===== src/rtl/grs_pkg.sv =====
// ----------------------------------------------------------------------------
// grs_pkg: shared types and constants for the reaction selector
// Op and status codes, controller/datapath command and status bundles.
// ----------------------------------------------------------------------------
`default_nettype none

package grs_pkg;

  localparam logic [1:0] OP_SUBMIT = 2'd0;
  localparam logic [1:0] OP_SELECT = 2'd1;
  localparam logic [1:0] OP_CLEAR  = 2'd2;
  localparam logic [1:0] OP_UNUSED = 2'd3;

  localparam logic [1:0] ST_OK    = 2'd0;
  localparam logic [1:0] ST_ZERO  = 2'd1;
  localparam logic [1:0] ST_FULL  = 2'd2;
  localparam logic [1:0] ST_EMPTY = 2'd3;

  // ln(2) as Q0.32
  localparam logic [31:0] LN2_Q32 = 32'hB172_17F8;

  localparam logic [5:0] SQ_STEPS  = 6'd32;
  localparam logic [5:0] DIV_STEPS = 6'd56;

  typedef struct packed {
    logic load;
    logic dispatch;
    logic tgt_mul;
    logic tgt_add;
    logic walk_step;
    logic norm_step;
    logic sq_step;
    logic ln_mul;
    logic ln_add;
    logic div_init;
    logic div_step;
    logic res_load;
  } grs_cmd_t;

  typedef struct packed {
    logic sel_go;
    logic walk_done;
    logic norm_done;
    logic sq_done;
    logic div_done;
  } grs_stat_t;

endpackage

`default_nettype wire


===== src/rtl/grs_ctrl.sv =====
// ----------------------------------------------------------------------------
// grs_ctrl: sequencer for the reaction selector
// One-hot state machine issuing datapath commands; owns the handshakes.
// ----------------------------------------------------------------------------
`default_nettype none

module grs_ctrl (
  input  logic                clk,
  input  logic                rst,
  input  logic                in_valid,
  output logic                in_ready,
  output logic                out_valid,
  input  logic                out_ready,
  output grs_pkg::grs_cmd_t   cmd,
  input  grs_pkg::grs_stat_t  stat
);
  import grs_pkg::*;

  typedef enum logic [11:0] {
    S_IDLE = 12'b0000_0000_0001,
    S_DISP = 12'b0000_0000_0010,
    S_TGT1 = 12'b0000_0000_0100,
    S_TGT2 = 12'b0000_0000_1000,
    S_WALK = 12'b0000_0001_0000,
    S_NORM = 12'b0000_0010_0000,
    S_SQR  = 12'b0000_0100_0000,
    S_LN1  = 12'b0000_1000_0000,
    S_LN2  = 12'b0001_0000_0000,
    S_DIVI = 12'b0010_0000_0000,
    S_DIV  = 12'b0100_0000_0000,
    S_FIN  = 12'b1000_0000_0000
  } state_t;

  state_t state, state_next;
  logic   in_fire, out_free;

  assign in_ready = (state == S_IDLE);
  assign in_fire  = in_valid && in_ready;
  assign out_free = !out_valid || out_ready;

  always_comb begin
    state_next = state;
    cmd        = '0;
    unique case (state)
      S_IDLE: begin
        if (in_valid) begin
          cmd.load   = 1'b1;
          state_next = S_DISP;
        end
      end
      S_DISP: begin
        cmd.dispatch = 1'b1;
        state_next   = stat.sel_go ? S_TGT1 : S_FIN;
      end
      S_TGT1: begin
        cmd.tgt_mul = 1'b1;
        state_next  = S_TGT2;
      end
      S_TGT2: begin
        cmd.tgt_add = 1'b1;
        state_next  = S_WALK;
      end
      S_WALK: begin
        if (stat.walk_done) state_next = S_NORM;
        else cmd.walk_step = 1'b1;
      end
      S_NORM: begin
        if (stat.norm_done) state_next = S_SQR;
        else cmd.norm_step = 1'b1;
      end
      S_SQR: begin
        if (stat.sq_done) state_next = S_LN1;
        else cmd.sq_step = 1'b1;
      end
      S_LN1: begin
        cmd.ln_mul = 1'b1;
        state_next = S_LN2;
      end
      S_LN2: begin
        cmd.ln_add = 1'b1;
        state_next = S_DIVI;
      end
      S_DIVI: begin
        cmd.div_init = 1'b1;
        state_next   = S_DIV;
      end
      S_DIV: begin
        if (stat.div_done) state_next = S_FIN;
        else cmd.div_step = 1'b1;
      end
      S_FIN: begin
        if (out_free) begin
          cmd.res_load = 1'b1;
          state_next   = S_IDLE;
        end
      end
      default: state_next = S_IDLE;
    endcase
  end

  always_ff @(posedge clk) begin
    if (rst) begin
      state     <= S_IDLE;
      out_valid <= 1'b0;
    end else begin
      state <= state_next;
      if (cmd.res_load)   out_valid <= 1'b1;
      else if (out_ready) out_valid <= 1'b0;
    end
  end

  a_fire_disp: assert property (@(posedge clk) disable iff (rst)
    in_fire |=> (state == S_DISP))
    else $error("accepted item not dispatched");

  a_fin_load: assert property (@(posedge clk) disable iff (rst)
    (state == S_FIN && out_free) |=> (out_valid && state == S_IDLE))
    else $error("finished item not presented");

  a_one_cmd: assert property (@(posedge clk) disable iff (rst)
    $onehot0(cmd))
    else $error("more than one datapath command");

endmodule

`default_nettype wire


===== config.mk =====
export PLATFORM = sky130hd
export DESIGN_NAME = grs_ctrl
export DESIGN_NICKNAME = d
export VERILOG_FILES = /design/src/rtl/grs_pkg.sv /design/src/rtl/grs_ctrl.sv
export SDC_FILE = /design/constraint.sdc
export NUM_CORES = 1
export LEC_CHECK = 0
export ABC_CLOCK_PERIOD_IN_PS = 2040
export BUFFER_PORTS_ARGS = -buffer_cell sky130_fd_sc_hd__buf_4
export CAP_MARGIN = 20
export CORE_ASPECT_RATIO = 0.8
export CORE_MARGIN = 4
export CORE_UTILIZATION = 50
export DETAILED_ROUTE_END_ITERATION = 7
export PLACE_DENSITY = 0.84
export RECOVER_POWER = 50
export SYNTH_ARGS = -nofsm -noshare
export SYNTH_HDL_FRONTEND = slang
export SYNTH_SLANG_ARGS = --single-unit

===== constraint.sdc =====
create_clock -name clk -period 2.04 [get_ports clk]
set_clock_uncertainty 0.05 [all_clocks]
set_input_delay 0.102 -clock clk [delete_from_list [all_inputs] [get_ports clk]]
set_output_delay 0.102 -clock clk [all_outputs]
set_load 0.05 [all_outputs]

==> results of run 1 <==
==> stage by stage <==
step            util   TNS, ns  worst slack, ns  hold slack [ns]  std cells
5_1_grt        0.709   -0.0674          -0.0381          0.00564        154
3_3_place_gp   0.647         0            0.284            0.302        145
6_report       0.709         0           0.0477        -0.000375        154
2_1_floorplan      -    -0.113           -0.113            0.204        104
3_5_place_dp   0.647         0            0.186            0.309        145
4_1_cts        0.678  -0.00790         -0.00790           0.0100        151
==> flip-flops by register name, indices dropped and copies added (netlist names) <==
signal	flops
state	12
out_valid	1
==> final cells by class <==
cell class                      count  area [sq um]
Inverter                            4          15.0
Fill cell                         124           468
Tap cell                           22          27.5
Clock buffer                        4          26.3
Timing Repair Buffer               27           210
Sequential cell                    13           270
Multi-Input combinational cell     84           593
==> routing by layer <==
metal	wire, microns	up-vias
li1	-	443
met1	923	423
met2	1030	40
met3	196	2
met4	17	0
met5	0	-
==> final timing paths <==
check | from | end | slack (ns) | cells past startpoint
max | state[5] | cmd[9] | 0.05 | 5
min | rst | state[5] | -0.0004 | 2
max reg2reg | state[0] | state[11] | 0.22 | 6
min reg2reg | state[7] | state[7] | 0.46 | 1
==> cells by family after synthesis <==
kind of cell / Yosys count / share of synthesized area
simple gates: 61 / 0.466
compound gates: 20 / 0.161
flops: 13 / 0.307
buf+inv: 7 / 0.0354
xor+xnor: 3 / 0.0310
==> placed cells by master, fill, tap and decap left out, types with 4 or more instances in the layout <==
| cell | netlist | routed |
|---|---|---|
| nor3b_1 | 5 | 5 |
| nor2b_1 | 4 | 4 |
| inv_1 | 4 | 4 |
| dfxtp_1 | 13 | 5 |
| nand2_1 | 8 | 8 |
| dfxtp_2 | 0 | 8 |
| o21ai_0 | 5 | 5 |
| nor2_1 | 12 | 11 |
| buf_4 | 0 | 23 |
| a21oi_1 | 6 | 6 |
==> report_power, final <==
| group | switching (mW) | internal [mW] | total [mW] | leakage [nW] |
|---|---|---|---|---|
| clock | 0.0876 | 0.0760 | 0.164 | 0.0150 |
| sequential | 0.0229 | 0.266 | 0.288 | 0.108 |
| combinational | 0.134 | 0.0970 | 0.231 | 0.340 |
==> worst max-delay path: stages, from the launching register on <==
cell	delay [ns]
dfxtp_2	0.38
nor4_4	0.39
nand2_1	0.15
or3_4	0.35
nor2_2	0.12
buf_6	0.16
==> timing repair <==
item / CTS / global route
gates resized for setup: 1 / 14
setup endpoints to repair: 4 / 10
pin swaps: 2 / 4
buffers inserted: 2 / 3
==> impl_metrics.json, run 1 <==
{
  "gr-usage-met2": 0.343,
  "ioPinCount": 23,
  "drv_slew": 0,
  "cts_max_path_buffers": 2,
  "syn_to_final_growth_pct": 34.7,
  "status": "finished, violations left",
  "finalHoldViolations": 1,
  "grt_use_met3": 0.0693,
  "cp_max_fo": 7,
  "initial_core_util": 0.527,
  "numCtsBuffers": 3,
  "yosysTopAreaCellShare": 0.307,
  "max_freq_mhz": 502,
  "antenna_found_initial": 0,
  "wl_microns": 2170,
  "power_density_nw_per_um2": 598,
  "gp_congestion": 0.769,
  "gr-usage-met1": 0.262,
  "drt-initial-drc-count": 22,
  "period_needed_ns": 1.99,
  "synth_ff_type": "dfxtp_1",
  "insertedDiodeCount": 0,
  "min_path_type": "in -> reg",
  "ctsHoldBuffers": 0,
  "yosys.area.top_type": "dfxtp_1",
  "die_h_microns": 44.8,
  "syn_avg_cell_area_sq_um": 8.16,
  "vias": 908,
  "ys_types": 37,
  "wire_per_inst_microns": 14.1,
  "synth_async_sr_flop_share": 0,
  "grt_pass1_wl_microns": 3660,
  "failed_checks": "negative hold slack",
  "first_global_vias": 822,
  "grt_overflow_total": 0,
  "maxCapViolations": 0,
  "port_buffers": 22,
  "p_leak_nw": 0.463,
  "rows": 13,
  "drc": 0,
  "die_x_microns": 54.1,
  "dp_hpwl_microns": 1580,
  "cp-end-kind": "output port",
  "rsz0062_at_grt": "true",
  "synthMostInstantiatedCell": "dfxtp_1",
  "worstMarginPinSlew_ns": 0.589,
  "ant_nets": 0,
  "synth_common_cells": "dfxtp_1 (13), nor2_1 (12), nand2_1 (8)",
  "worst_ir_drop_vdd_mv": 0.491,
  "worstPathRequired_ns": 1.89,
  "grt-busiest-layer": "met2",
  "clock-sinks": 13,
  "nets": 142,
  "cp-start-kind": "register",
  "cts_root_buffer": "clkbuf_4",
  "yosys_warnings": 0,
  "synth_edf_count": 0,
  "total_power_mw": 0.683,
  "ys_seq_elements": 13,
  "holdWs_ns": -0.000375,
  "cts_max_level": 1,
  "final_area_sq_um": 1140,
  "post_synth_main_area_contributors": "dfxtp_1 (31%), nor2_1 (5.3%), nor4_4 (5.0%), nor3b_1 (4.4%), a21oi_1 (3.5%)",
  "synth_area_sq_um": 848,
  "syn-num-nets": 113,
  "ys_seq_area_frac": 0.307,
  "worstSetupPathType": "reg -> out",
  "dr.pass1.iters": 4,
  "synthCells": 104,
  "cts_tree": "done",
  "track_usage": 0.209,
  "drive_gt1_frac": 0.386,
  "relSlewSlack": 0.609,
  "via_per_inst": 5.90,
  "min_period_over_period": 0.977,
  "path_clk_slew_ns": 0.08,
  "grt_max_degree": 10,
  "final-setup-viol-count": 0,
  "core_area_sq_um": 1610,
  "die-area_sq_um": 2420,
  "place_area_sq_um": 1040,
  "clk-insertion-delay-late_ns": 0.28,
  "arrival_ns": 1.84
}
(Power assumes the default switching activity.)
==> run 2, diff against run 1 <==
--- a/config.mk
+++ b/config.mk
@@ -7,12 +7,11 @@
 export LEC_CHECK = 0
 export ABC_CLOCK_PERIOD_IN_PS = 2040
 export BUFFER_PORTS_ARGS = -buffer_cell sky130_fd_sc_hd__buf_4
-export CAP_MARGIN = 20
 export CORE_ASPECT_RATIO = 0.8
 export CORE_MARGIN = 4
 export CORE_UTILIZATION = 50
 export DETAILED_ROUTE_END_ITERATION = 7
-export PLACE_DENSITY = 0.84
+export PLACE_DENSITY = 0.77
 export RECOVER_POWER = 50
 export SYNTH_ARGS = -nofsm -noshare
 export SYNTH_HDL_FRONTEND = slang
==> run 2 against run 1 <==
  * The flow now finishes without violations
  * Worst hold slack gained 0.015 ns
  * Global-route usage shrank 2.6 points
  * Register-to-register slack gained 0.07 ns
  * Critical path type unchanged
  * Highest routed layer unchanged
==> impl_metrics.json, run 2 (synthesized netlist as in run 1, its figures left out) <==
{
  "p_leak_nw": 0.455,
  "fillerInstances": 133,
  "total_power_mw": 0.673,
  "cp-end-kind": "output port",
  "crit_path_max_incr_delay_ns": 0.38,
  "clk-insertion-delay-late_ns": 0.27,
  "power_density_nw_per_um2": 600,
  "drt-initial-drc-count": 17,
  "grt_pass1_wl_microns": 3240,
  "final_common_cell": "buf_4",
  "period_needed_ns": 1.94,
  "numCtsBuffers": 3,
  "ant_nets": 0,
  "cp-start-kind": "register",
  "reg_top3": "state x12, out_valid x1",
  "cts_root_buffer": "clkbuf_4",
  "worstPathRequired_ns": 1.89,
  "clock-sinks": 13,
  "dr.pass1.iters": 4,
  "syn_to_final_growth_pct": 32.2,
  "drv_slew": 0,
  "die_h_microns": 44.8,
  "die-area_sq_um": 2420,
  "place_ws_ns": 0.257,
  "min_period_over_period": 0.952,
  "final_util": 0.696,
  "ctsHoldBuffers": 0,
  "die_x_microns": 54.1,
  "track_usage": 0.184,
  "maxCapViolations": 0,
  "grt_max_degree": 10,
  "status": "complete, no violations",
  "grt_overflow_total": 0,
  "min_path_type": "in -> reg",
  "wl_microns": 2030,
  "finalHoldViolations": 0,
  "cts_max_path_buffers": 2,
  "path_cells": "nor4_4 -> nand2_1 -> or3_4 -> nor2_2 -> buf_6",
  "top_register": "state",
  "gp_congestion": 0.768,
  "drive_gt1_frac": 0.351,
  "port_buffers": 22,
  "r2r_cells": 5,
  "cp_slowest_cell": "nor4_4",
  "largest_reg_flops": 12,
  "final-setup-viol-count": 0,
  "relSlewSlack": 0.592,
  "cp_max_fo": 6,
  "hold_depth": 2,
  "drc": 0,
  "worst_ir_drop_vdd_mv": 0.417,
  "cts_tree": "done",
  "final_cell_mix": "buf_4 (24), nor2_1 (11), nand2_1 (8), dfxtp_1 (8), a21oi_1 (6)",
  "insertedDiodeCount": 0,
  "wire_per_inst_microns": 13.3,
  "path_clk_slew_ns": 0.08,
  "cts_max_level": 1,
  "antenna_found_initial": 0,
  "max_freq_mhz": 515,
  "arrival_ns": 1.79,
  "setup_ws_ns": 0.0976,
  "worstMarginPinSlew_ns": 0.614,
  "dp_hpwl_microns": 1520,
  "core_area_sq_um": 1610,
  "rsz0062_at_grt": "true",
  "ioPinCount": 23,
  "worstSetupPathType": "reg -> out",
  "first_global_vias": 701,
  "nets": 141,
  "rows": 13,
  "initial_core_util": 0.527,
  "vias": 854,
  "via_per_inst": 5.58
}
[run 2: cell types whose count changed in the layout (fill, tap and decap cells not counted), sizes merged]
cell  change
buf       -1
[run 2: final timing paths]
path | startpoint | to | slack [ns]
max | state[7] | cmd[9] | 0.1
min | rst | state[5] | 0.01
max reg2reg | state[1] | state[11] | 0.29
min reg2reg | state[7] | state[7] | 0.47
[run 2: worst max-delay path: cells and delay by family, from the launching register on]
kind / cells / cell delay [ns]
AND/OR/NAND/NOR: 4 / 0.98
flip-flops: 1 / 0.37
buffers and inverters: 1 / 0.16
[run 2: report_power, final]
part | internal, mW | switching [mW] | leakage, nW
combinational | 0.0932 | 0.134 | 0.332
sequential | 0.263 | 0.0225 | 0.108
clock | 0.0758 | 0.0838 | 0.0150
total | 0.432 | 0.240 | 0.455
[run 2: stage by stage]
step / setup TNS [ns] / instances / hold WS, ns / instance area [sq um]
after floorplan: -0.113 / 104 / 0.204 / 865
after global placement: 0 / 146 / 0.307 / 1050
after detailed placement: 0 / 146 / 0.309 / 1050
after CTS: 0 / 150 / 0.0109 / 1080
after global routing: -0.00346 / 153 / 0.00152 / 1120
final: 0 / 153 / 0.0150 / 1120
[run 2: final cells by class]
type                       instances  area, sq um  area share
timing repair buffer              26          195       0.174
multi-input combinational         84          591       0.527
inverter                           4         15.0      0.0134
clock buffer                       4         26.3      0.0234
sequential                        13          267       0.238
tap                               22         27.5      0.0246
[run 2: per-layer routing]
metal | vias to the layer above | part of all wire | global-route usage | wire length [microns]
met1 | 384 | 0.49 | 0.247 | 989
met5 | - | 0 | 0 | 0
met3 | 4 | 0.053 | 0.0660 | 108
li1 | 444 | - | - | -
met4 | 0 | 0.013 | 0.0547 | 27
met2 | 22 | 0.45 | 0.275 | 906
[run 2: timing repair]
item | in CTS | in global routing
gates resized for setup | 1 | 8
pin swaps | 1 | 4
setup buffers | 0 | 3
endpoints found under the setup margin | 4 | 9
==> run 3, diff against run 2 <==
--- a/config.mk
+++ b/config.mk
@@ -5,7 +5,7 @@
 export SDC_FILE = /design/constraint.sdc
 export NUM_CORES = 1
 export LEC_CHECK = 0
-export ABC_CLOCK_PERIOD_IN_PS = 2040
+export ABC_CLOCK_PERIOD_IN_PS = 2200
 export BUFFER_PORTS_ARGS = -buffer_cell sky130_fd_sc_hd__buf_4
 export CORE_ASPECT_RATIO = 0.8
 export CORE_MARGIN = 4
==> constraint.sdc (replaced) <==
create_clock -name clk -period 2.2 [get_ports clk]
set_clock_uncertainty 0.05 [all_clocks]
set_input_delay 0.11 -clock clk [delete_from_list [all_inputs] [get_ports clk]]
set_output_delay 0.11 -clock clk [all_outputs]
set_load 0.05 [all_outputs]
==> run 3 against run 2 <==
  * Power shrank 7.3%
  * Critical path depth is the same
  * Core utilization shrank 1.9 points
  * Setup slack gained 0.10 ns
==> impl_metrics.json, run 3 (synthesized netlist as in run 1, its figures left out) <==
{
  "regArea_sq_um": 260,
  "power_frac_seq": 0.425,
  "sw_frac_of_total": 0.364,
  "first_global_vias": 756,
  "clock-sinks": 13,
  "cp-end-kind": "output port",
  "period_needed_ns": 2.00,
  "cp_max_fo": 7,
  "ctsHoldBuffers": 0,
  "p_switching_mw": 0.227,
  "nets": 141,
  "min_path_type": "in -> reg",
  "worst_ir_drop_vdd_mv": 0.570,
  "r2r_start": "state[8]",
  "wl_microns": 2100,
  "grt_pass1_wl_microns": 3300,
  "crit_path_max_incr_delay_ns": 0.39,
  "clk-insertion-delay-late_ns": 0.28,
  "top_register": "state",
  "cts_max_path_buffers": 2,
  "r2r_cells": 6,
  "drv_slew": 0,
  "die_x_microns": 54.1,
  "final-setup-viol-count": 0,
  "cts_tree": "done",
  "crit_family": "simple AND/OR/NAND/NOR gates",
  "worst-path-buf-inv": 1,
  "largest_reg_flops": 12,
  "cts_root_buffer": "clkbuf_4",
  "insertedDiodeCount": 0,
  "status": "complete, no violations",
  "intPower_mw": 0.396,
  "worstSetupPathType": "reg -> out",
  "final_cell_mix": "buf_4 (25), dfxtp_1 (13), nor2_1 (12), nand2_1 (8), a21oi_1 (6)",
  "power_density_nw_per_um2": 571,
  "relSlewSlack": 0.608,
  "wire_per_inst_microns": 13.7,
  "grt_max_degree": 10,
  "total_power_mw": 0.623,
  "p_clk_frac": 0.243,
  "drt-initial-drc-count": 10,
  "worstMarginPinSlew_ns": 0.590,
  "hold_depth": 2,
  "reg_top3": "state x12, out_valid x1",
  "antenna_found_initial": 0,
  "p_comb_frac": 0.332,
  "die-area_sq_um": 2420,
  "ioPinCount": 23,
  "arrival_ns": 1.84,
  "grt_overflow_total": 0,
  "r2r_end": "state[7]",
  "cp-start-kind": "register",
  "min_period_over_period": 0.909,
  "cp_slowest_cell": "dfxtp_1",
  "die_h_microns": 44.8,
  "via_per_inst": 5.75,
  "final_util": 0.678,
  "rsz0062_at_grt": "false",
  "p_leak_nw": 0.448,
  "min_to": "state[5]",
  "drc": 0,
  "fillerInstances": 144,
  "gp_congestion": 0.817,
  "initial_core_util": 0.527,
  "tns_ns": 0,
  "dr.pass1.iters": 4,
  "r2r_setup_slack_ns": 0.32,
  "maxCapViolations": 0,
  "ant_nets": 0,
  "drive_gt1_frac": 0.282,
  "port_buffers": 22,
  "numCtsBuffers": 3,
  "path_clk_slew_ns": 0.08,
  "rows": 13,
  "worstPathRequired_ns": 2.04,
  "multiInputGateArea_sq_um": 569,
  "dp_hpwl_microns": 1530,
  "holdWs_ns": 0.0179,
  "cts_max_level": 1,
  "vias": 880,
  "core_area_sq_um": 1610,
  "path_cells": "nor4_4 -> nand2_1 -> or3_1 -> nor2_1 -> buf_4",
  "hp-start": "rst",
  "final_common_cell": "buf_4",
  "finalHoldViolations": 0,
  "syn_to_final_growth_pct": 28.6,
  "max_freq_mhz": 500,
  "track_usage": 0.188
}
-- run 3: repair_timing --
item | 4_1_cts | 5_1_grt
setup endpoints to repair | 0 | 4
setup buffers | 0 | 4
gates resized for setup | 0 | 1
hold endpoints to repair | 0 | 0
-- run 3: worst max path at each step --
stage / end / cells after the start / start
floorplan: state[4] / 5 / state[9]
global placement: cmd[9] / 5 / state[10]
detailed placement: cmd[9] / 5 / state[10]
CTS: cmd[9] / 5 / state[9]
global route: cmd[9] / 5 / state[4]
finish: cmd[9] / 5 / state[4]
-- run 3: through the flow --
stage / instances / setup slack, ns / area (sq um)
after floorplan: 104 / 0.0468 / 860
after CTS: 149 / 0.0609 / 1060
after global placement: 145 / 0.448 / 1040
after detailed placement: 145 / 0.383 / 1040
after global routing: 153 / 0.0518 / 1090
final: 153 / 0.201 / 1090
-- run 3: cell type report --
class | instances | share of cell area
well taps | 22 | 0.0252
inverters | 4 | 0.0138
repair buffers | 26 | 0.175
clock buffers | 3 | 0.0206
multi-input cells | 84 | 0.522
flip-flops and latches | 13 | 0.239
clock inverters | 1 | 0.00459
-- run 3: metal layers --
layer | part of all wire | track usage | routed length (microns) | up-vias
li1 | - | - | - | 442
met1 | 0.48 | 0.260 | 1000 | 401
met2 | 0.45 | 0.275 | 935 | 33
met3 | 0.065 | 0.0693 | 136 | 4
met4 | 0.0095 | 0.0448 | 20 | 0
met5 | 0 | 0 | 0 | -
-- run 3: power by group through the flow --
stage | combinational [mW] | sequential, mW | clock [mW]
6_report | 0.207 | 0.265 | 0.151
5_1_grt | 0.224 | 0.267 | 0.164
4_1_cts | 0.197 | 0.265 | 0.154
3_5_place_dp | 0.196 | 0.270 | 0
3_3_place_gp | 0.195 | 0.270 | 0
2_1_floorplan | 0.145 | 0.265 | 0
